## config.mk

```make
export PLATFORM = sky130hd
export DESIGN_NAME = pulse_width_frame_decoder_crc_flat
export DESIGN_NICKNAME = d
export VERILOG_FILES = /design/src/design/pwfd_pkg.sv /design/src/design/pwfd_if.sv /design/src/design/pwfd_core.sv /design/src/design/pulse_width_frame_decoder_crc.sv /design/src/flat_wrapper.sv
export SDC_FILE = /design/constraint.sdc
export NUM_CORES = 1
export LEC_CHECK = 0
export ABC_AREA = 1
export BUFFER_PORTS_ARGS = -buffer_cell sky130_fd_sc_hd__buf_4
export CORE_MARGIN = 8
export CORE_UTILIZATION = 55
export CTS_CLUSTER_DIAMETER = 50
export CTS_CLUSTER_SIZE = 8
export DETAILED_ROUTE_END_ITERATION = 12
export GPL_TIMING_DRIVEN = 1
export PLACE_DENSITY = 0.73
export SYNTH_ARGS = -nofsm -noshare
export SYNTH_HDL_FRONTEND = slang
export SYNTH_SLANG_ARGS = --single-unit
```

## constraint.sdc

```tcl
create_clock -name clk -period 6.05 [get_ports clk]
set_clock_uncertainty 0.1 [all_clocks]
set_input_delay 1.21 -clock clk [delete_from_list [all_inputs] [get_ports clk]]
set_output_delay 1.21 -clock clk [all_outputs]
set_load 0.02 [all_outputs]
```

## src/design/pwfd_pkg.sv

```systemverilog
// ----------------------------------------------------------------------------
// pwfd_pkg: shared types and constants of the pulse-width frame decoder
// Pulse classes, decoder modes, result layout and the CRC-16 byte step.
// ----------------------------------------------------------------------------
`default_nettype none

package pwfd_pkg;

  localparam int WIDTH_W   = 16;
  localparam int BYTE_W    = 8;
  localparam int INDEX_W   = 6;
  localparam int LEN_W     = 7;
  localparam int CRC_W     = 16;
  localparam int CFG_IDX_W = 2;
  localparam int CFG_DATA_W = 16;

  localparam int DEF_MAX_BYTES     = 64;
  localparam int DEF_MIN_CRC_INDEX = 8;

  localparam logic [WIDTH_W-1:0] RST_SHORT_MIN = 16'd50;
  localparam logic [WIDTH_W-1:0] RST_LONG_MIN  = 16'd150;
  localparam logic [WIDTH_W-1:0] RST_EXIT_MIN  = 16'd300;

  localparam logic [CRC_W-1:0] CRC_INIT = 16'hFFFF;
  // Polynomial 0x1021 without its lowest term, which the shift brings in.
  localparam logic [CRC_W-1:0] CRC_TAPS = 16'h1020;

  localparam int FIFO_DEPTH = 4;
  localparam int FIFO_PTR_W = $clog2(FIFO_DEPTH);
  localparam int FIFO_CNT_W = $clog2(FIFO_DEPTH + 1);

  typedef enum logic [CFG_IDX_W-1:0] {
    CFG_SHORT_MIN = 2'd0,
    CFG_LONG_MIN  = 2'd1,
    CFG_EXIT_MIN  = 2'd2
  } cfg_idx_t;

  typedef enum logic [2:0] {
    CL_UNKNOWN = 3'd0,
    CL_SHORT   = 3'd1,
    CL_SHORT2  = 3'd2,
    CL_LONG    = 3'd3,
    CL_EXIT    = 3'd4
  } pulse_class_t;

  typedef enum logic [1:0] {
    MD_SEARCH   = 2'd0,
    MD_PREAMBLE = 2'd1,
    MD_DATA     = 2'd2,
    MD_DONE     = 2'd3
  } mode_t;

  typedef enum logic {
    KIND_DATA   = 1'b0,
    KIND_STATUS = 1'b1
  } kind_t;

  typedef struct packed {
    logic [WIDTH_W-1:0] short_min;
    logic [WIDTH_W-1:0] long_min;
    logic [WIDTH_W-1:0] exit_min;
  } thresh_t;

  // What one pulse produces: an optional byte, then an optional status.
  typedef struct packed {
    logic               byte_v;
    logic               status_v;
    logic [BYTE_W-1:0]  byte_value;
    logic [INDEX_W-1:0] byte_index;
    logic               frame_ok;
    logic [LEN_W-1:0]   payload_length;
    logic [CRC_W-1:0]   crc_value;
  } core_res_t;

  typedef struct packed {
    kind_t              kind;
    logic [BYTE_W-1:0]  byte_value;
    logic [INDEX_W-1:0] byte_index;
    logic               frame_ok;
    logic [LEN_W-1:0]   payload_length;
    logic [CRC_W-1:0]   crc_value;
    logic               end_of_run;
  } out_item_t;

  // CRC-16/CCITT-FALSE over one byte, most significant bit first.
  function automatic logic [CRC_W-1:0] crc16_byte(input logic [CRC_W-1:0] crc_in,
                                                  input logic [BYTE_W-1:0] data);
    logic [CRC_W-1:0] crc;
    logic             inv;
    crc = crc_in;
    for (int k = BYTE_W - 1; k >= 0; k--) begin
      inv = data[k] ^ crc[CRC_W-1];
      crc = {crc[CRC_W-2:0], inv} ^ (inv ? CRC_TAPS : '0);
    end
    return crc;
  endfunction

endpackage

`default_nettype wire

```

## src/design/pwfd_if.sv

```systemverilog
// ----------------------------------------------------------------------------
// pwfd_if: valid/ready channels of the pulse-width frame decoder
// Pulse input channel and decoded result channel.
// ----------------------------------------------------------------------------
`default_nettype none

interface pwfd_in_if;
  logic                            valid;
  logic                            ready;
  logic [pwfd_pkg::WIDTH_W-1:0]    pulse_width;
  logic                            last_pulse;

  modport source (output valid, output pulse_width, output last_pulse, input ready);
  modport sink   (input valid, input pulse_width, input last_pulse, output ready);
endinterface

interface pwfd_out_if;
  logic                            valid;
  logic                            ready;
  logic                            kind;
  logic [pwfd_pkg::BYTE_W-1:0]     byte_value;
  logic [pwfd_pkg::INDEX_W-1:0]    byte_index;
  logic                            frame_ok;
  logic [pwfd_pkg::LEN_W-1:0]      payload_length;
  logic [pwfd_pkg::CRC_W-1:0]      crc_value;
  logic                            end_of_run;

  modport source (output valid, output kind, output byte_value, output byte_index,
                  output frame_ok, output payload_length, output crc_value,
                  output end_of_run, input ready);
  modport sink   (input valid, input kind, input byte_value, input byte_index,
                  input frame_ok, input payload_length, input crc_value,
                  input end_of_run, output ready);
endinterface

`default_nettype wire

```

## src/design/pwfd_core.sv

```systemverilog
// ----------------------------------------------------------------------------
// pwfd_core: pulse classifier, frame sequencer and incremental CRC search
// Updates the frame state once per fired pulse and presents its results.
// ----------------------------------------------------------------------------
`default_nettype none

module pwfd_core #(
  parameter int MAX_BYTES     = pwfd_pkg::DEF_MAX_BYTES,
  parameter int MIN_CRC_INDEX = pwfd_pkg::DEF_MIN_CRC_INDEX
) (
  input  wire logic                         clk,
  input  wire logic                         rst_n,
  input  wire logic                         fire,
  input  wire logic [pwfd_pkg::WIDTH_W-1:0] pulse_width,
  input  wire logic                         last_pulse,
  input  wire pwfd_pkg::thresh_t            thr,
  output pwfd_pkg::core_res_t               res
);

  localparam int CNT_W = $clog2(MAX_BYTES + 1);
  localparam logic [CNT_W-1:0] CNT_MAX = CNT_W'(MAX_BYTES);
  localparam int unsigned MATCH_FROM = MIN_CRC_INDEX + 2;

  pwfd_pkg::mode_t          mode_r, mode_nxt;
  pwfd_pkg::pulse_class_t   prev_cls_r, prev_cls_nxt;
  pwfd_pkg::pulse_class_t   cls_raw, cls;
  logic [pwfd_pkg::BYTE_W-1:0] shift_r, shift_nxt, shift_new;
  logic [2:0]                  bit_cnt_r, bit_cnt_nxt;
  logic [CNT_W-1:0]            byte_cnt_r, byte_cnt_nxt;
  logic [pwfd_pkg::CRC_W-1:0]  crc1_r, crc1_nxt, crc2_r, crc2_nxt;
  logic [pwfd_pkg::BYTE_W-1:0] prev_byte_r, prev_byte_nxt;
  logic                        match_r, match_nxt;
  logic [pwfd_pkg::LEN_W-1:0]  match_len_r, match_len_nxt;
  logic [pwfd_pkg::CRC_W-1:0]  match_crc_r, match_crc_nxt;

  logic                        is_bit, byte_full, take, match_hit;
  logic                        end_frame, status, ok;
  logic [pwfd_pkg::LEN_W-1:0]  len_now;
  logic [pwfd_pkg::CRC_W-1:0]  crc_now;

  // A width equal to a limit falls through to unknown.
  always_comb begin
    priority if (pulse_width > thr.short_min && pulse_width < thr.long_min) begin
      cls_raw = pwfd_pkg::CL_SHORT;
    end else if (pulse_width < thr.exit_min && pulse_width > thr.long_min) begin
      cls_raw = pwfd_pkg::CL_LONG;
    end else if (pulse_width > thr.exit_min) begin
      cls_raw = pwfd_pkg::CL_EXIT;
    end else begin
      cls_raw = pwfd_pkg::CL_UNKNOWN;
    end
    cls = (cls_raw == pwfd_pkg::CL_SHORT && prev_cls_r == pwfd_pkg::CL_SHORT) ?
          pwfd_pkg::CL_SHORT2 : cls_raw;
  end

  // Mode sequencing
  always_comb begin
    mode_nxt = mode_r;
    unique case (mode_r)
      pwfd_pkg::MD_SEARCH: begin
        if (prev_cls_r == pwfd_pkg::CL_LONG && cls == pwfd_pkg::CL_LONG) begin
          mode_nxt = pwfd_pkg::MD_PREAMBLE;
        end
      end
      pwfd_pkg::MD_PREAMBLE: begin
        if (cls == pwfd_pkg::CL_SHORT2) begin
          mode_nxt = pwfd_pkg::MD_DATA;
        end
      end
      pwfd_pkg::MD_DATA: begin
        if (cls == pwfd_pkg::CL_EXIT || last_pulse) begin
          mode_nxt = pwfd_pkg::MD_DONE;
        end
      end
      pwfd_pkg::MD_DONE: begin
        mode_nxt = pwfd_pkg::MD_DONE;
      end
      default: begin
        mode_nxt = pwfd_pkg::MD_SEARCH;
      end
    endcase
    if (last_pulse) begin
      mode_nxt = pwfd_pkg::MD_SEARCH;
    end
  end

  // Bit shifting, byte capture, CRC search and results
  always_comb begin
    is_bit    = mode_r == pwfd_pkg::MD_DATA &&
                (cls == pwfd_pkg::CL_LONG || cls == pwfd_pkg::CL_SHORT2);
    shift_new = {shift_r[pwfd_pkg::BYTE_W-2:0], cls == pwfd_pkg::CL_LONG};
    byte_full = is_bit && bit_cnt_r == 3'd7;
    take      = byte_full && byte_cnt_r < CNT_MAX;
    match_hit = take && !match_r && 32'(byte_cnt_r) >= MATCH_FROM &&
                crc2_r == {prev_byte_r, shift_new};
    end_frame = mode_r == pwfd_pkg::MD_DATA &&
                (cls == pwfd_pkg::CL_EXIT || last_pulse);
    status    = end_frame || (last_pulse && mode_r != pwfd_pkg::MD_DONE);
    len_now   = match_hit ? pwfd_pkg::LEN_W'(32'(byte_cnt_r) - 32'd1) : match_len_r;
    crc_now   = match_hit ? {prev_byte_r, shift_new} : match_crc_r;
    ok        = end_frame && (match_r || match_hit);

    prev_cls_nxt  = cls;
    shift_nxt     = shift_r;
    bit_cnt_nxt   = bit_cnt_r;
    byte_cnt_nxt  = byte_cnt_r;
    crc1_nxt      = crc1_r;
    crc2_nxt      = crc2_r;
    prev_byte_nxt = prev_byte_r;
    match_nxt     = match_r || match_hit;
    match_len_nxt = len_now;
    match_crc_nxt = crc_now;

    if (is_bit) begin
      shift_nxt   = byte_full ? '0 : shift_new;
      bit_cnt_nxt = bit_cnt_r + 3'd1;
    end
    if (take) begin
      byte_cnt_nxt  = byte_cnt_r + CNT_W'(1);
      crc2_nxt      = crc1_r;
      crc1_nxt      = pwfd_pkg::crc16_byte(crc1_r, shift_new);
      prev_byte_nxt = shift_new;
    end
    // Frame ends with the capture: drop everything back to the idle frame
    if (last_pulse) begin
      prev_cls_nxt  = pwfd_pkg::CL_UNKNOWN;
      shift_nxt     = '0;
      bit_cnt_nxt   = '0;
      byte_cnt_nxt  = '0;
      crc1_nxt      = pwfd_pkg::CRC_INIT;
      crc2_nxt      = pwfd_pkg::CRC_INIT;
      prev_byte_nxt = '0;
      match_nxt     = 1'b0;
      match_len_nxt = '0;
      match_crc_nxt = '0;
    end

    res.byte_v         = fire && take;
    res.status_v       = fire && status;
    res.byte_value     = shift_new;
    res.byte_index     = pwfd_pkg::INDEX_W'(byte_cnt_r);
    res.frame_ok       = ok;
    res.payload_length = ok ? len_now : '0;
    res.crc_value      = ok ? crc_now : '0;
  end

  always_ff @(posedge clk) begin
    if (!rst_n) begin
      mode_r      <= pwfd_pkg::MD_SEARCH;
      prev_cls_r  <= pwfd_pkg::CL_UNKNOWN;
      shift_r     <= '0;
      bit_cnt_r   <= '0;
      byte_cnt_r  <= '0;
      crc1_r      <= pwfd_pkg::CRC_INIT;
      crc2_r      <= pwfd_pkg::CRC_INIT;
      prev_byte_r <= '0;
      match_r     <= 1'b0;
      match_len_r <= '0;
      match_crc_r <= '0;
    end else if (fire) begin
      mode_r      <= mode_nxt;
      prev_cls_r  <= prev_cls_nxt;
      shift_r     <= shift_nxt;
      bit_cnt_r   <= bit_cnt_nxt;
      byte_cnt_r  <= byte_cnt_nxt;
      crc1_r      <= crc1_nxt;
      crc2_r      <= crc2_nxt;
      prev_byte_r <= prev_byte_nxt;
      match_r     <= match_nxt;
      match_len_r <= match_len_nxt;
      match_crc_r <= match_crc_nxt;
    end
  end

endmodule

`default_nettype wire

```

## src/design/pulse_width_frame_decoder_crc.sv

```systemverilog
// ----------------------------------------------------------------------------
// pulse_width_frame_decoder_crc: pulse-width frame decoder with CRC-16 search
// Registers each pulse, decodes it in one pass and queues its results.
// ----------------------------------------------------------------------------
//
//  channel  dir  handshake     payload
//  in_ch    in   valid/ready   pulse_width[15:0], last_pulse
//  out_ch   out  valid/ready   kind, byte_value, byte_index, frame_ok,
//                              payload_length, crc_value, end_of_run
//  cfg_*    in   write enable  cfg_idx[1:0], cfg_wdata[15:0]
//
// One pulse a cycle while the decoder does not stall: the input register
// feeds the decoder, whose state is registered. A pulse gives up to two
// results; they enter a four-entry result queue and leave one a cycle
// while out_ch.ready is high. The decoder fires only while the queue has
// room for two results; a stalled output fills the queue and then holds
// in_ch.ready low. Synchronous reset clears the queue, the frame state and
// the limits to their defaults.
`default_nettype none

module pulse_width_frame_decoder_crc #(
  parameter int MAX_BYTES     = pwfd_pkg::DEF_MAX_BYTES,
  parameter int MIN_CRC_INDEX = pwfd_pkg::DEF_MIN_CRC_INDEX
) (
  input  wire logic                            clk,
  input  wire logic                            rst_n,
  pwfd_in_if.sink                              in_ch,
  pwfd_out_if.source                           out_ch,
  input  wire logic                            cfg_we,
  input  wire logic [pwfd_pkg::CFG_IDX_W-1:0]  cfg_idx,
  input  wire logic [pwfd_pkg::CFG_DATA_W-1:0] cfg_wdata
);

  pwfd_pkg::thresh_t               thr_r;
  logic                            stg_v_r;
  logic [pwfd_pkg::WIDTH_W-1:0]    stg_width_r;
  logic                            stg_last_r;
  logic                            fire, pop;
  pwfd_pkg::core_res_t             res;

  pwfd_pkg::out_item_t             fifo_r [pwfd_pkg::FIFO_DEPTH];
  logic [pwfd_pkg::FIFO_PTR_W-1:0] wr_ptr_r, rd_ptr_r;
  logic [pwfd_pkg::FIFO_CNT_W-1:0] cnt_r, cnt_nxt;
  logic [pwfd_pkg::FIFO_CNT_W-1:0] npush;
  pwfd_pkg::out_item_t             byte_item, stat_item, first_item;
  pwfd_pkg::out_item_t             head;

  // Configuration limits
  always_ff @(posedge clk) begin
    if (!rst_n) begin
      thr_r.short_min <= pwfd_pkg::RST_SHORT_MIN;
      thr_r.long_min  <= pwfd_pkg::RST_LONG_MIN;
      thr_r.exit_min  <= pwfd_pkg::RST_EXIT_MIN;
    end else if (cfg_we) begin
      case (cfg_idx)
        pwfd_pkg::CFG_SHORT_MIN: thr_r.short_min <= cfg_wdata;
        pwfd_pkg::CFG_LONG_MIN:  thr_r.long_min  <= cfg_wdata;
        pwfd_pkg::CFG_EXIT_MIN:  thr_r.exit_min  <= cfg_wdata;
        default: begin
        end
      endcase
    end
  end

  // Input register
  assign pop          = cnt_r != '0 && out_ch.ready;
  assign fire         = stg_v_r && (cnt_r - pwfd_pkg::FIFO_CNT_W'(pop)) <=
                        pwfd_pkg::FIFO_CNT_W'(pwfd_pkg::FIFO_DEPTH - 2);
  assign in_ch.ready  = !stg_v_r || fire;

  always_ff @(posedge clk) begin
    if (!rst_n) begin
      stg_v_r <= 1'b0;
    end else if (in_ch.ready) begin
      stg_v_r <= in_ch.valid;
    end
  end

  always_ff @(posedge clk) begin
    if (in_ch.valid && in_ch.ready) begin
      stg_width_r <= in_ch.pulse_width;
      stg_last_r  <= in_ch.last_pulse;
    end
  end

  pwfd_core #(
    .MAX_BYTES     (MAX_BYTES),
    .MIN_CRC_INDEX (MIN_CRC_INDEX)
  ) u_core (
    .clk         (clk),
    .rst_n       (rst_n),
    .fire        (fire),
    .pulse_width (stg_width_r),
    .last_pulse  (stg_last_r),
    .thr         (thr_r),
    .res         (res)
  );

  // Build the byte and status items; the byte always goes first
  always_comb begin
    byte_item.kind           = pwfd_pkg::KIND_DATA;
    byte_item.byte_value     = res.byte_value;
    byte_item.byte_index     = res.byte_index;
    byte_item.frame_ok       = 1'b0;
    byte_item.payload_length = '0;
    byte_item.crc_value      = '0;
    byte_item.end_of_run     = !res.status_v;

    stat_item.kind           = pwfd_pkg::KIND_STATUS;
    stat_item.byte_value     = '0;
    stat_item.byte_index     = '0;
    stat_item.frame_ok       = res.frame_ok;
    stat_item.payload_length = res.payload_length;
    stat_item.crc_value      = res.crc_value;
    stat_item.end_of_run     = 1'b1;

    first_item = res.byte_v ? byte_item : stat_item;
    npush      = pwfd_pkg::FIFO_CNT_W'(res.byte_v) + pwfd_pkg::FIFO_CNT_W'(res.status_v);
    cnt_nxt    = cnt_r - pwfd_pkg::FIFO_CNT_W'(pop) + npush;
  end

  always_ff @(posedge clk) begin
    if (npush != '0) begin
      fifo_r[wr_ptr_r] <= first_item;
    end
    if (res.byte_v && res.status_v) begin
      fifo_r[wr_ptr_r + pwfd_pkg::FIFO_PTR_W'(1)] <= stat_item;
    end
  end

  always_ff @(posedge clk) begin
    if (!rst_n) begin
      wr_ptr_r <= '0;
      rd_ptr_r <= '0;
      cnt_r    <= '0;
    end else begin
      wr_ptr_r <= wr_ptr_r + pwfd_pkg::FIFO_PTR_W'(npush);
      rd_ptr_r <= rd_ptr_r + pwfd_pkg::FIFO_PTR_W'(pop);
      cnt_r    <= cnt_nxt;
    end
  end

  assign head                  = fifo_r[rd_ptr_r];
  assign out_ch.valid          = cnt_r != '0;
  assign out_ch.kind           = head.kind;
  assign out_ch.byte_value     = head.byte_value;
  assign out_ch.byte_index     = head.byte_index;
  assign out_ch.frame_ok       = head.frame_ok;
  assign out_ch.payload_length = head.payload_length;
  assign out_ch.crc_value      = head.crc_value;
  assign out_ch.end_of_run     = head.end_of_run;

  // Checks
  a_queue_bound: assert property (@(posedge clk) disable iff (!rst_n)
    cnt_r <= pwfd_pkg::FIFO_CNT_W'(pwfd_pkg::FIFO_DEPTH))
    else $error("result queue overfilled");

  a_status_ends_run: assert property (@(posedge clk) disable iff (!rst_n)
    out_ch.valid && out_ch.kind == pwfd_pkg::KIND_STATUS |-> out_ch.end_of_run)
    else $error("status result without end of run");

  a_byte_no_status: assert property (@(posedge clk) disable iff (!rst_n)
    out_ch.valid && out_ch.kind == pwfd_pkg::KIND_DATA |->
      !out_ch.frame_ok && out_ch.payload_length == '0 && out_ch.crc_value == '0)
    else $error("data byte carries status fields");

  a_stall_full: assert property (@(posedge clk) disable iff (!rst_n)
    stg_v_r && !fire |=> stg_v_r && $stable(stg_width_r) && $stable(stg_last_r))
    else $error("held pulse lost while decoder stalled");

endmodule

`default_nettype wire
```

## src/flat_wrapper.sv

```systemverilog
// flat-port wrapper written by rule: the top's interface ports become plain ports
module pulse_width_frame_decoder_crc_flat 
#(
  parameter int MAX_BYTES     = pwfd_pkg::DEF_MAX_BYTES,
  parameter int MIN_CRC_INDEX = pwfd_pkg::DEF_MIN_CRC_INDEX
)
  (clk, rst_n, cfg_we, cfg_idx, cfg_wdata, in_ch_valid, in_ch_pulse_width, in_ch_last_pulse, in_ch_ready, out_ch_valid, out_ch_kind, out_ch_byte_value, out_ch_byte_index, out_ch_frame_ok, out_ch_payload_length, out_ch_crc_value, out_ch_end_of_run, out_ch_ready);
  pwfd_in_if in_ch_i ();
  pwfd_out_if out_ch_i ();
  input  wire logic clk;
  input  wire logic rst_n;
  input  wire logic cfg_we;
  input  wire logic [pwfd_pkg::CFG_IDX_W-1:0] cfg_idx;
  input  wire logic [pwfd_pkg::CFG_DATA_W-1:0] cfg_wdata;
  input wire logic [$bits(in_ch_i.valid)-1:0] in_ch_valid;
  input wire logic [$bits(in_ch_i.pulse_width)-1:0] in_ch_pulse_width;
  input wire logic [$bits(in_ch_i.last_pulse)-1:0] in_ch_last_pulse;
  output wire logic [$bits(in_ch_i.ready)-1:0] in_ch_ready;
  output wire logic [$bits(out_ch_i.valid)-1:0] out_ch_valid;
  output wire logic [$bits(out_ch_i.kind)-1:0] out_ch_kind;
  output wire logic [$bits(out_ch_i.byte_value)-1:0] out_ch_byte_value;
  output wire logic [$bits(out_ch_i.byte_index)-1:0] out_ch_byte_index;
  output wire logic [$bits(out_ch_i.frame_ok)-1:0] out_ch_frame_ok;
  output wire logic [$bits(out_ch_i.payload_length)-1:0] out_ch_payload_length;
  output wire logic [$bits(out_ch_i.crc_value)-1:0] out_ch_crc_value;
  output wire logic [$bits(out_ch_i.end_of_run)-1:0] out_ch_end_of_run;
  input wire logic [$bits(out_ch_i.ready)-1:0] out_ch_ready;
  assign in_ch_i.valid = in_ch_valid;
  assign in_ch_i.pulse_width = in_ch_pulse_width;
  assign in_ch_i.last_pulse = in_ch_last_pulse;
  assign in_ch_ready = in_ch_i.ready;
  assign out_ch_valid = out_ch_i.valid;
  assign out_ch_kind = out_ch_i.kind;
  assign out_ch_byte_value = out_ch_i.byte_value;
  assign out_ch_byte_index = out_ch_i.byte_index;
  assign out_ch_frame_ok = out_ch_i.frame_ok;
  assign out_ch_payload_length = out_ch_i.payload_length;
  assign out_ch_crc_value = out_ch_i.crc_value;
  assign out_ch_end_of_run = out_ch_i.end_of_run;
  assign out_ch_i.ready = out_ch_ready;
  pulse_width_frame_decoder_crc #(.MAX_BYTES(MAX_BYTES), .MIN_CRC_INDEX(MIN_CRC_INDEX)) u_core (.clk(clk), .rst_n(rst_n), .in_ch(in_ch_i), .out_ch(out_ch_i), .cfg_we(cfg_we), .cfg_idx(cfg_idx), .cfg_wdata(cfg_wdata));
endmodule
```

# Word level (Yosys, flattened, before mapping)
# Memories as Yosys holds them, arrays and structs flattened. A register that Yosys moved wholly into a read port is not among the register bits.
# Cells that the tools add are included.
totals:
  reg_bits: 159
  ram_bits: 160
  inputBits: 40
  out_inout_bits: 42
  wordCells: 154
  memories: 1
mem_list:
  columns: ["name", "words", "word_bits", "rd", "rd_clocked_by_memory_dff", "write_ports", "line_no", "source"]
  rows:
  - ["u_core.fifo_r", 4, 40, 1, 1, 2, "pulse_width_frame_decoder_crc.sv:41", "pwfd_pkg::out_item_t fifo_r [pwfd_pkg::FIFO_DEPTH];"]
op_classes:
  add_sub_neg: 9
  magnitude_cmp: 8
  n_eq_ne: 17
  n_mux: 44
  bitwise_logic: 16
  n_reduce_logical: 39
op_table:
  columns: ["op", "n"]
  rows:
  - ["$xor A16 B13 Y16", 8]
  - ["$mux W16", 7]
  - ["$mux W13", 8]
  - ["$mux W7", 8]
  - ["$gt A16 B16 Y1", 3]
  - ["$mux W40", 1]
  - ["$lt A16 B16 Y1", 2]
  - ["$mux W3", 7]
  - ["$logic_and A1 B1 Y1", 19]
  - ["$eq A16 B16 Y1", 1]
  - ["$mux W8", 2]
  - ["$mux W2", 5]
  - ["$reduce_and A2 Y1", 5]
  - ["$eq A3 B2 Y1 const B", 3]
  - ["$ne A3 B2 Y1 const B", 3]
  - ["$pmux W2 S4", 1]
  - ["$xor A1 B1 Y1", 8]
  - ["$add A7 B1 Y7 const B", 1]
  - ["$ge A7 B4 Y1 const B", 1]
  - ["$lt A7 B7 Y1 const B", 1]
  - ["$sub A7 B1 Y7 const B", 1]
  - ["$eq A2 B2 Y1 const B", 3]
  - ["$eq A3 B1 Y1 const B", 2]
  - ["$eq A3 B3 Y1 const B", 2]
  - ["17 further kinds", 31]

# Depth between registers and ports, before layout
# Gate-level depths: netlist (run 1).
depth:
  word_depth: 26
  ltp_mapped: 26
  ltp_nobuf: 24

# By module
# Synthesis (run 1) repeated with hierarchy kept, for this count alone.
unflattened:
  cells_unflattened: 1976
  area_unflattened_um2: 15502.4
by_module_without_submodules:
  columns: ["mod", "instances", "cells_each", "area_per_inst_um2", "seq_area_each_um2"]
  rows:
  - ["pulse_width_frame_decoder_crc", 1, 1078, 9559.2, 5795.6]
  - ["pwfd_core", 1, 898, 5943.2, 1721.7]

# Least setup slack after synthesis (run 1)
# Ideal clock, no wire load.
synth_path:
  kind: "input port to flip-flop"
  start: "input out_ch_ready"
  end: "memory u_core.fifo_r[3][30] (netlist name)"
  setup_time_ps: 129
  t_arrival_ps: 4503
  required_ps: 5821
  slack_ps: 1318
  stages: 18
  n_path_buf: 2
  path_cell_list: "a21boi_0 > ha_1 > ha_1 > xor2_1 > o21bai_1 > nor2_2 > inv_2 > clkbuf_1 > a21oi_1 > inv_1 > ha_1 > nor3_1 > inv_1 > nand2_1 > inv_1 > clkbuf_1 > nand2_1 > o21ai_0"
synth_rtl:
  columns: ["element", "line_no", "source"]
  rows:
  - ["start: declaration", "flat_wrapper.sv:27", "input wire logic [$bits(out_ch_i.ready)-1:0] out_ch_ready;"]
  - ["end: declaration", "pulse_width_frame_decoder_crc.sv:41", null]

==> results of run 1 <==
==> through the flow <==
| step | cells | util |
|---|---|---|
| detailed placement | 2109 | 0.5793 |
| CTS | 2180 | 0.6285 |
| global placement | 2109 | 0.5793 |
| finish | 2180 | 0.6285 |
| floorplan | 1762 | - |
| global route | 2180 | 0.6285 |
==> power breakdown <==
| group | switching (W) | total [W] | internal (W) |
|---|---|---|---|
| combinational | 0.000806 | 0.00123 | 0.000427 |
| clock | 0.000896 | 0.00233 | 0.00144 |
| sequential | 0.0000937 | 0.00247 | 0.00238 |
| total | 0.00180 | 0.00603 | 0.00424 |
==> placed cells by master (no fill, tap or decap), types with 3 or more instances in the layout <==
cell / n
sky130_fd_sc_hd__nand2_1: 343
sky130_fd_sc_hd__nor2_1: 224
sky130_fd_sc_hd__o21ai_0: 208
sky130_fd_sc_hd__dfxtp_1: 205
sky130_fd_sc_hd__inv_1: 147
sky130_fd_sc_hd__a21oi_1: 130
sky130_fd_sc_hd__edfxtp_1: 113
sky130_fd_sc_hd__buf_4: 93
sky130_fd_sc_hd__ha_1: 60
sky130_fd_sc_hd__nand3_1: 55
sky130_fd_sc_hd__clkbuf_16: 47
sky130_fd_sc_hd__o22ai_1: 41
sky130_fd_sc_hd__o211ai_1: 24
sky130_fd_sc_hd__o21bai_1: 21
sky130_fd_sc_hd__clkbuf_1: 19
sky130_fd_sc_hd__nor3_1: 15
sky130_fd_sc_hd__xnor2_1: 15
sky130_fd_sc_hd__xor2_1: 12
sky130_fd_sc_hd__inv_2: 11
sky130_fd_sc_hd__nand4_1: 10
sky130_fd_sc_hd__a21o_1: 4
sky130_fd_sc_hd__nor4_1: 4
sky130_fd_sc_hd__nand2_4: 4
sky130_fd_sc_hd__nor2_2: 3
sky130_fd_sc_hd__or2_2: 3
==> registers in the layout (all words and copies together), names as in the netlist <==
signal	cells
u_core.u_core.crc2_r	16
u_core.u_core.mode_r	2
u_core.fifo_r	160
u_core.u_core.match_r	1
u_core.u_core.byte_cnt_r	7
u_core.u_core.crc1_r	16
u_core.stg_last_r	1
u_core.stg_v_r	1
u_core.wr_ptr_r	2
u_core.u_core.match_crc_r	16
u_core.u_core.prev_byte_r	8
u_core.u_core.shift_r	7
u_core.u_core.match_len_r	7
u_core.thr_r	48
u_core.rd_ptr_r	2
u_core.u_core.prev_cls_r	3
u_core.stg_width_r	16
u_core.u_core.bit_cnt_r	3
u_core.cnt_r	3
==> worst reg2reg max path, stage by stage, from the launching register on <==
cell and delay (ns):
sky130_fd_sc_hd__edfxtp_1 0.45, sky130_fd_sc_hd__ha_1 0.36, sky130_fd_sc_hd__a21oi_1 0.13, sky130_fd_sc_hd__nor2_1 0.05
sky130_fd_sc_hd__nor2_1 0.11, sky130_fd_sc_hd__nand2_1 0.11, sky130_fd_sc_hd__a21oi_2 0.20, sky130_fd_sc_hd__nand3_2 0.23
sky130_fd_sc_hd__nand2_2 0.19, sky130_fd_sc_hd__nand3_4 0.31, sky130_fd_sc_hd__inv_1 0.25, sky130_fd_sc_hd__nand2_1 0.29
sky130_fd_sc_hd__ha_1 0.36, sky130_fd_sc_hd__nor3_1 0.28, sky130_fd_sc_hd__inv_1 0.31, sky130_fd_sc_hd__nand2_1 0.13
sky130_fd_sc_hd__buf_4 0.36, sky130_fd_sc_hd__inv_1 0.36, sky130_fd_sc_hd__nand2_1 0.14, sky130_fd_sc_hd__o21ai_0 0.09
==> cell type report <==
cell class / instances / area (sq um) / area share
tap: 341 / 426.7 / 0.02554
clock buffer: 68 / 1275 / 0.07633
sequential: 319 / 7518 / 0.4501
multi-input combinational: 1196 / 6151 / 0.3682
timing repair buffer: 93 / 698.2 / 0.04180
clock inverter: 3 / 33.78 / 0.002022
inverter: 160 / 600.6 / 0.03596
==> metal layers <==
| layer | GRT usage | share of wire |
|---|---|---|
| met3 | 0.03353 | 0.061 |
| met2 | 0.3948 | 0.47 |
| met5 | 0 | 0 |
| met4 | 0.07775 | 0.027 |
| met1 | 0.2959 | 0.44 |
==> worst min-delay path by stage <==
stage                                      start                      endpoint
finish                      u_core.fifo_r[1][38]          u_core.fifo_r[1][38]
global route        u_core.u_core.match_crc_r[3]  u_core.u_core.match_crc_r[3]
CTS                         u_core.fifo_r[1][38]          u_core.fifo_r[1][38]
detailed placement          u_core.fifo_r[1][38]          u_core.fifo_r[1][38]
global placement            u_core.fifo_r[1][37]          u_core.fifo_r[1][37]
floorplan                   u_core.fifo_r[1][39]          u_core.fifo_r[1][39]
==> cells by family (layout without fill, tap and decap cells) <==
| group | count (synthesis) | in the layout | share of synthesized area |
|---|---|---|---|
| buffers and inverters | 247 | 324 | 0.06905 |
| AOI/OAI and AO/OA | 436 | 436 | 0.1617 |
| xor gates and xnor gates | 27 | 27 | 0.01611 |
| and+or+nand+nor | 672 | 672 | 0.1885 |
| DFF | 319 | 319 | 0.5121 |
| adders and majority gates | 61 | 61 | 0.05251 |
==> results.txt, run 1 <==
----------------------------------------------------
[Status]
  Result of the run ... completed

[Setup path]
  Peak fanout along the critical path ... 26
  Cell-by-cell listing of the critical path ... ha_1 > a21oi_1 > nor2_1 > nor2_1 > nand2_1 > a21oi_2 > nand3_2 > nand2_2 > nand3_4 > inv_1 > nand2_1 > ha_1 > nor3_1 > inv_1 > nand2_1 > buf_4 > inv_1 > nand2_1 > o21ai_0
  R2r setup slk ... ~1.1 ns
  Worst reg-to-reg path cell count ... 19
  Critical path's top delay family ... simple AND/OR/NAND/NOR gates
  Depth of the critical timing path with buffers and inverters included ... 19
  Buffering stage count on the worst path with inverters included ... 4
  Slowest Stage Delay on Critical Path ... 0.45 ns
  Data required time at the worst endpoint ... approximately 6.3 ns
  Crit path launch ... u_core.stg_width_r[5]
  Critical path data arrival time ... ~5.3 ns
  Capture point of the worst path ... u_core.fifo_r[3][29]
  Category of the worst setup path capture point ... register
  Startpoint type of the worst setup path ... register
  Critical setup path kind ... register to register
  Worst flop-to-flop path endpoint ... u_core.fifo_r[3][29]
  Library cell appearing most often on the critical path ... sky130_fd_sc_hd__nand2_1
  Critical path's slowest cell ... sky130_fd_sc_hd__edfxtp_1
  Launching point of the worst reg2reg path ... u_core.stg_width_r[5]

[Placed design]
  Area of placed instances ... roughly 0.015 sq mm
  Global placer's final weighted congestion ... approximately 0.92
  HPWL after detailed placement ... ~24 mm
  Buffers on Ports ... 81
  Worst slack after detailed placement ... 0.7180 ns

[Global routing]
  Overall Global Routing Usage ... 0.2306
  First-pass GRT wire length ... approximately 60 mm
  Pin count of the biggest net entering global routing ... 83
  Via count of the first global-routing pass ... about 12000
  Grt ovf ... 0
  Number of antenna violations at the first check in global routing ... 0

[Die]
  Site row count ... 60
  Width of the die ... between 150 and 200 microns
  Starting utilization of the core area ... 0.5523
  Die Height ... around 180 microns
  Die area ... 0.03217 sq mm
  Boundary pin count ... 82
  Core footprint ... 0.02658 sq mm

[Timing]
  Final setup violation count ... 0
  Worst slew pin tran ... around 1.3 ns
  Final worst-path setup slack ... 1.078 ns
  Max_slew headroom ... 0.1618
  Post-layout min period ... slightly below 5 ns
  Worst hold slack ... about 0.35 ns
  Max Freq ... just over 0.2 GHz
  Setup repair after global routing missed its margin ... no
  Final hold vios ... 0
  Post-route fraction of the period consumed by the critical path ... 0.8218
  Final count of pins violating max slew ... 0
  Setup_tns ... 0 ns

[Synthesis]
  Most frequent cell after synthesis ... sky130_fd_sc_hd__nand2_1
  Share of synthesized flip-flops with an asynchronous set or reset ... 0
  Sequential cell area fraction in the yosys report ... 0.5121
  Main flop type after synthesis ... sky130_fd_sc_hd__dfxtp_1
  Synthesized net count ... 1863
  Number of unique standard cell types used by synthesis ... 42
  Combined area of all synthesized cells ... about 0.015 sq mm
  Yosys warns ... 0
  Cell type with the highest aggregate area in the netlist ... sky130_fd_sc_hd__dfxtp_1
  Top area cells in the synthesized netlist ... sky130_fd_sc_hd__dfxtp_1 28%, sky130_fd_sc_hd__edfxtp_1 23%, sky130_fd_sc_hd__nand2_1 8.8%, sky130_fd_sc_hd__o21ai_0 7.1%, sky130_fd_sc_hd__nor2_1 5.7%
  Fraction of post-synthesis cell area in the top cell type by area ... 0.2810
  Total of flip-flops plus latches after synthesis ... about 320
  Mapped Cells ... around 1800
  Number of synthesized flops with an enable pin ... 113
  List of most frequent post-synthesis cells ... 343 x sky130_fd_sc_hd__nand2_1, 224 x sky130_fd_sc_hd__nor2_1, 208 x sky130_fd_sc_hd__o21ai_0
  Mapped Avg Cell Area ... 8.330 sq um

[Run]
  Count of max-cap constraint violations ... 0

[Clocking]
  Root Buffer Master ... sky130_fd_sc_hd__clkbuf_16
  Hold-fix buffers, CTS ... 0
  Clock-pin slew reported for the worst setup and hold paths after clock tree synthesis ... 0.05 ns
  Max Buffers Root-to-Sink ... 3
  CTS Buf Count ... between 40 and 50
  Worst-Skew Late Latency ... approximately 0.54 ns
  Number of post-CTS setup repair buffers ... 0
  Htree depth ... 2
  TritonCTS clock tree ... yes
  Number of sinks driven by the clock tree ... between 300 and 400
  Post-CTS sizing ... 0

[Routing]
  Total detailed-routing wirelength ... approximately 37 mm
  DR WL/cell ... about 17 microns
  ANT nets after route ... 0
  Vias ... 12300
  DRC violations left ... 0
  Count of routing violations after the opening detailed-route iteration ... 1004
  Pre-Repair DR Iteration Count ... 5
  Ratio of routed vias to standard cells ... approximately 5.6

[Finish]
  Net total in the final layout ... 1917
  Number of filler cells placed in the layout ... 2248
  N_diodes ... 0
  Area added between synthesis and finish ... 13.80%
  Final non-filler cell area ... 0.01670 sq mm
  Layout cell share with drive strength beyond 1 ... 0.09679

[Hold path]
  Tightest Hold Check Type ... register to register
  Hold Path Depth ... 2

[Power and ir drop]
  Overall power of the completed layout ... 0.006034 W
  Leakage ... between 6 and 7 nW
  Maximum resistive drop on vdd ... between 0.2 and 0.3 mV
  Power per unit of standard cell area ... ~360 mW/mm^2

----------------------------------------------------
(Power assumes the default switching activity.)
==> inputs of run 2 (changes only) <==
Settings changed: PLACE_DENSITY 0.73 to 0.76.
Clock period 6.05 ns to 4.35 ns, I/O delays scaled along.
==> run 2 against run 1 <==
  * Via count rose by 0.63%
  * Register-to-register slack worse by 0.61 ns
  * Routed wire length hardly changed
  * Fmax is 28% higher
  * Final cell count is 0.83% higher
  * Clock power grew 39%
  * Final area grew 0.85%
  * Sequential cell count unchanged
==> results.txt, run 2 (same netlist as run 1, synthesis figures left out) <==
----------------------------------------------------
[Power and ir drop]
  Switch share ... 0.2993 (+0.001613)
  Clock network fraction of total power ... 0.386 (about the same)
  Leakage ... 6.609 nW (+1.2%)
  Relative contribution of sequential cells to total power ... 0.408 (about the same)
  Maximum resistive drop on vdd ... 0.3016 mV (+6.5%)
  Fraction of power consumed by combinational cells ... 0.206 (+0.002)
  Cell internal power dissipation ... 0.005902 W (+39%)
  Power per unit of standard cell area ... 500.0 mW/mm^2 (+38%)
  Switching power ... 0.002521 W (+40%)

[Setup path]
  Peak fanout along the critical path ... 24 (-7.7%)
  Data required time at the worst endpoint ... 4.64 ns (-1.70 ns)
  Worst reg-to-reg path cell count ... 18 (-1)
  Startpoint type of the worst setup path ... register
  Critical setup path kind ... register to register
  Category of the worst setup path capture point ... register
  Critical path data arrival time ... 4.17 ns (-1.09 ns)

[Routing]
  Count of routing violations after the opening detailed-route iteration ... 854 (-15%)
  Total detailed-routing wirelength ... 36.79 mm (about the same)
  DR WL/cell ... 16.74 microns (-0.79%)
  DRC violations left ... 0 (unchanged)
  Vias ... 12380 (+0.63%)
  Ratio of routed vias to standard cells ... 5.631 (-0.20%)
  Pre-Repair DR Iteration Count ... 5 (unchanged)
  ANT nets after route ... 0 (unchanged)

[Global routing]
  Overall Global Routing Usage ... 0.2311 (+0.0004350)
  Via count of the first global-routing pass ... 12070 (+0.58%)
  Number of antenna violations at the first check in global routing ... 0 (unchanged)
  Pin count of the biggest net entering global routing ... 82 (-1.2%)
  First-pass GRT wire length ... 60.03 mm (+0.24%)
  Grt ovf ... 0 (unchanged)

[Die]
  Site row count ... 60 (unchanged)
  Boundary pin count ... 82 (unchanged)
  Core footprint ... 0.02658 sq mm (unchanged)
  Starting utilization of the core area ... 0.5523 (unchanged)
  Die Height ... 179.4 microns (unchanged)
  Die area ... 0.03217 sq mm (unchanged)
  Width of the die ... 179.4 microns (unchanged)

[Clocking]
  Root Buffer Master ... sky130_fd_sc_hd__clkbuf_16
  Worst-Skew Late Latency ... 0.54 ns (about the same)
  Hold-fix buffers, CTS ... 0 (unchanged)
  Max Buffers Root-to-Sink ... 3 (unchanged)
  TritonCTS clock tree ... yes
  Htree depth ... 2 (unchanged)
  CTS Buf Count ... 46 (unchanged)
  Number of sinks driven by the clock tree ... 319 (unchanged)
  Clock-pin slew reported for the worst setup and hold paths after clock tree synthesis ... 0.05 ns (about the same)

[Timing]
  Max_slew headroom ... 0.3830 (+0.2212)
  Final setup violation count ... 0 (unchanged)
  Max Freq ... 0.2576 GHz (+28%)
  Worst slew pin tran ... 0.9242 ns (-0.3318 ns)
  Final count of pins violating max slew ... 0 (unchanged)
  Post-route fraction of the period consumed by the critical path ... 0.8925 (+0.07065)
  Setup_tns ... 0 ns (unchanged)
  Post-layout min period ... 3.882 ns (-1.090 ns)
  Final hold vios ... 0 (unchanged)
  Setup repair after global routing missed its margin ... no

[Finish]
  Final non-filler cell area ... 0.01685 sq mm (+0.85%)
  Biggest register ... u_core.fifo_r
  Area added between synthesis and finish ... 14.77%
  Most common cell after layout, fill and taps aside ... sky130_fd_sc_hd__nand2_1
  Net total in the final layout ... 1934 (+0.89%)
  Number of flip-flops under the largest register name ... 160 (unchanged)
  Layout cell share with drive strength beyond 1 ... 0.1066 (+0.009832)
  Registers with the most flip-flops ... u_core.fifo_r x160, u_core.thr_r x48
  Most frequent cells in the layout ... 340 x sky130_fd_sc_hd__nand2_1, 224 x sky130_fd_sc_hd__nor2_1, 207 x sky130_fd_sc_hd__o21ai_0
  N_diodes ... 0 (unchanged)

[Status]
  Result of the run ... completed

[Hold path]
  Tightest Hold Check Type ... register to register
  Hold Path Depth ... 2 (unchanged)

[Placed design]
  HPWL after detailed placement ... 24.10 mm (+1.8%)
  Area of placed instances ... 0.01554 sq mm (+0.96%)
  Global placer's final weighted congestion ... 0.9052 (-2.1%)
  Buffers on Ports ... 81 (unchanged)

[Run]
  Count of max-cap constraint violations ... 0 (unchanged)

----------------------------------------------------
[run 2: changes by cell type in the layout (fill, tap and decap cells not counted)]
cell / previous run / this run
sky130_fd_sc_hd__buf_12: 0 / 1
sky130_fd_sc_hd__buf_4: 93 / 109
sky130_fd_sc_hd__clkbuf_1: 19 / 20
sky130_fd_sc_hd__clkbuf_8: 2 / 1
sky130_fd_sc_hd__clkinv_2: 1 / 2
sky130_fd_sc_hd__nand2_1: 343 / 340
sky130_fd_sc_hd__nand2_2: 2 / 5
sky130_fd_sc_hd__o21ai_0: 208 / 207
sky130_fd_sc_hd__o21ai_1: 1 / 2
[run 2: layout make-up]
| cell class | count | area, sq um |
|---|---|---|
| Fill cell | 2263 | 9729 |
| Sequential cell | 319 | 7518 |
| Multi-Input combinational cell | 1196 | 6158 |
| Clock buffer | 68 | 1265 |
| Timing Repair Buffer | 110 | 838.3 |
| Inverter | 160 | 600.6 |
| Tap cell | 341 | 426.7 |
| Clock inverter | 4 | 38.79 |
[run 2: per-stage QoR]
step                  util  setup slack [ns]  instances  power, W  hold slack, ns
detailed placement  0.5848            0.1292       2126  0.005211          0.3395
global route        0.6339          0.001319       2198  0.008796          0.3684
finish              0.6339            0.4677       2198  0.008423          0.3486
global placement    0.5848            0.2352       2126  0.005172          0.3322
CTS                 0.6339            0.3755       2198  0.008460          0.3520
floorplan                -          0.004084       1762  0.004607          0.3209
[run 2: worst max-delay path, cell delays in order, from the launching register on]
cell	delay [ns]
sky130_fd_sc_hd__edfxtp_1	0.43
sky130_fd_sc_hd__ha_1	0.33
sky130_fd_sc_hd__nand2_1	0.08
sky130_fd_sc_hd__nor2_1	0.23
sky130_fd_sc_hd__nand2_1	0.09
sky130_fd_sc_hd__nand2_1	0.11
sky130_fd_sc_hd__a21oi_1	0.09
sky130_fd_sc_hd__nand3_1	0.12
sky130_fd_sc_hd__nand2_1	0.07
sky130_fd_sc_hd__nand2_1	0.07
sky130_fd_sc_hd__nand2_1	0.16
sky130_fd_sc_hd__a21oi_1	0.30
sky130_fd_sc_hd__inv_1	0.08
sky130_fd_sc_hd__ha_1	0.22
sky130_fd_sc_hd__nor3_1	0.27
sky130_fd_sc_hd__inv_1	0.14
sky130_fd_sc_hd__o21ai_0	0.38
sky130_fd_sc_hd__nand2_4	0.27
sky130_fd_sc_hd__nor2_1	0.17
[run 2: worst paths after layout]
kind	from	to	slack, ns
worst min register to register	u_core.fifo_r[1][32]	u_core.fifo_r[1][32]	0.35
worst min-delay path	u_core.fifo_r[1][32]	u_core.fifo_r[1][32]	0.35
worst max-delay path	u_core.stg_width_r[7]	u_core.fifo_r[1][16]	0.47
worst max register to register	u_core.stg_width_r[7]	u_core.fifo_r[1][16]	0.47
[run 2: routing by layer]
metal  GRT usage  wire, microns
met4     0.07254            911
met2      0.3969          17630
met1      0.2951          15590
met5           0              0
met3     0.03730           2652
[run 2: power groups by stage]
| stage | combinational (W) | sequential (W) | clock (W) |
|---|---|---|---|
| 2_1_floorplan | 0.00116 | 0.00344 | 0 |
| 3_3_place_gp | 0.00169 | 0.00348 | 0 |
| 3_5_place_dp | 0.00173 | 0.00348 | 0 |
| 4_1_cts | 0.00174 | 0.00343 | 0.00329 |
| 5_1_grt | 0.00193 | 0.00345 | 0.00341 |
| 6_report | 0.00174 | 0.00343 | 0.00325 |
[run 2: what timing repair did]
item	CTS	global route
setup buffers	0	0
endpoints found under the setup margin	0	1
resized for setup	0	1
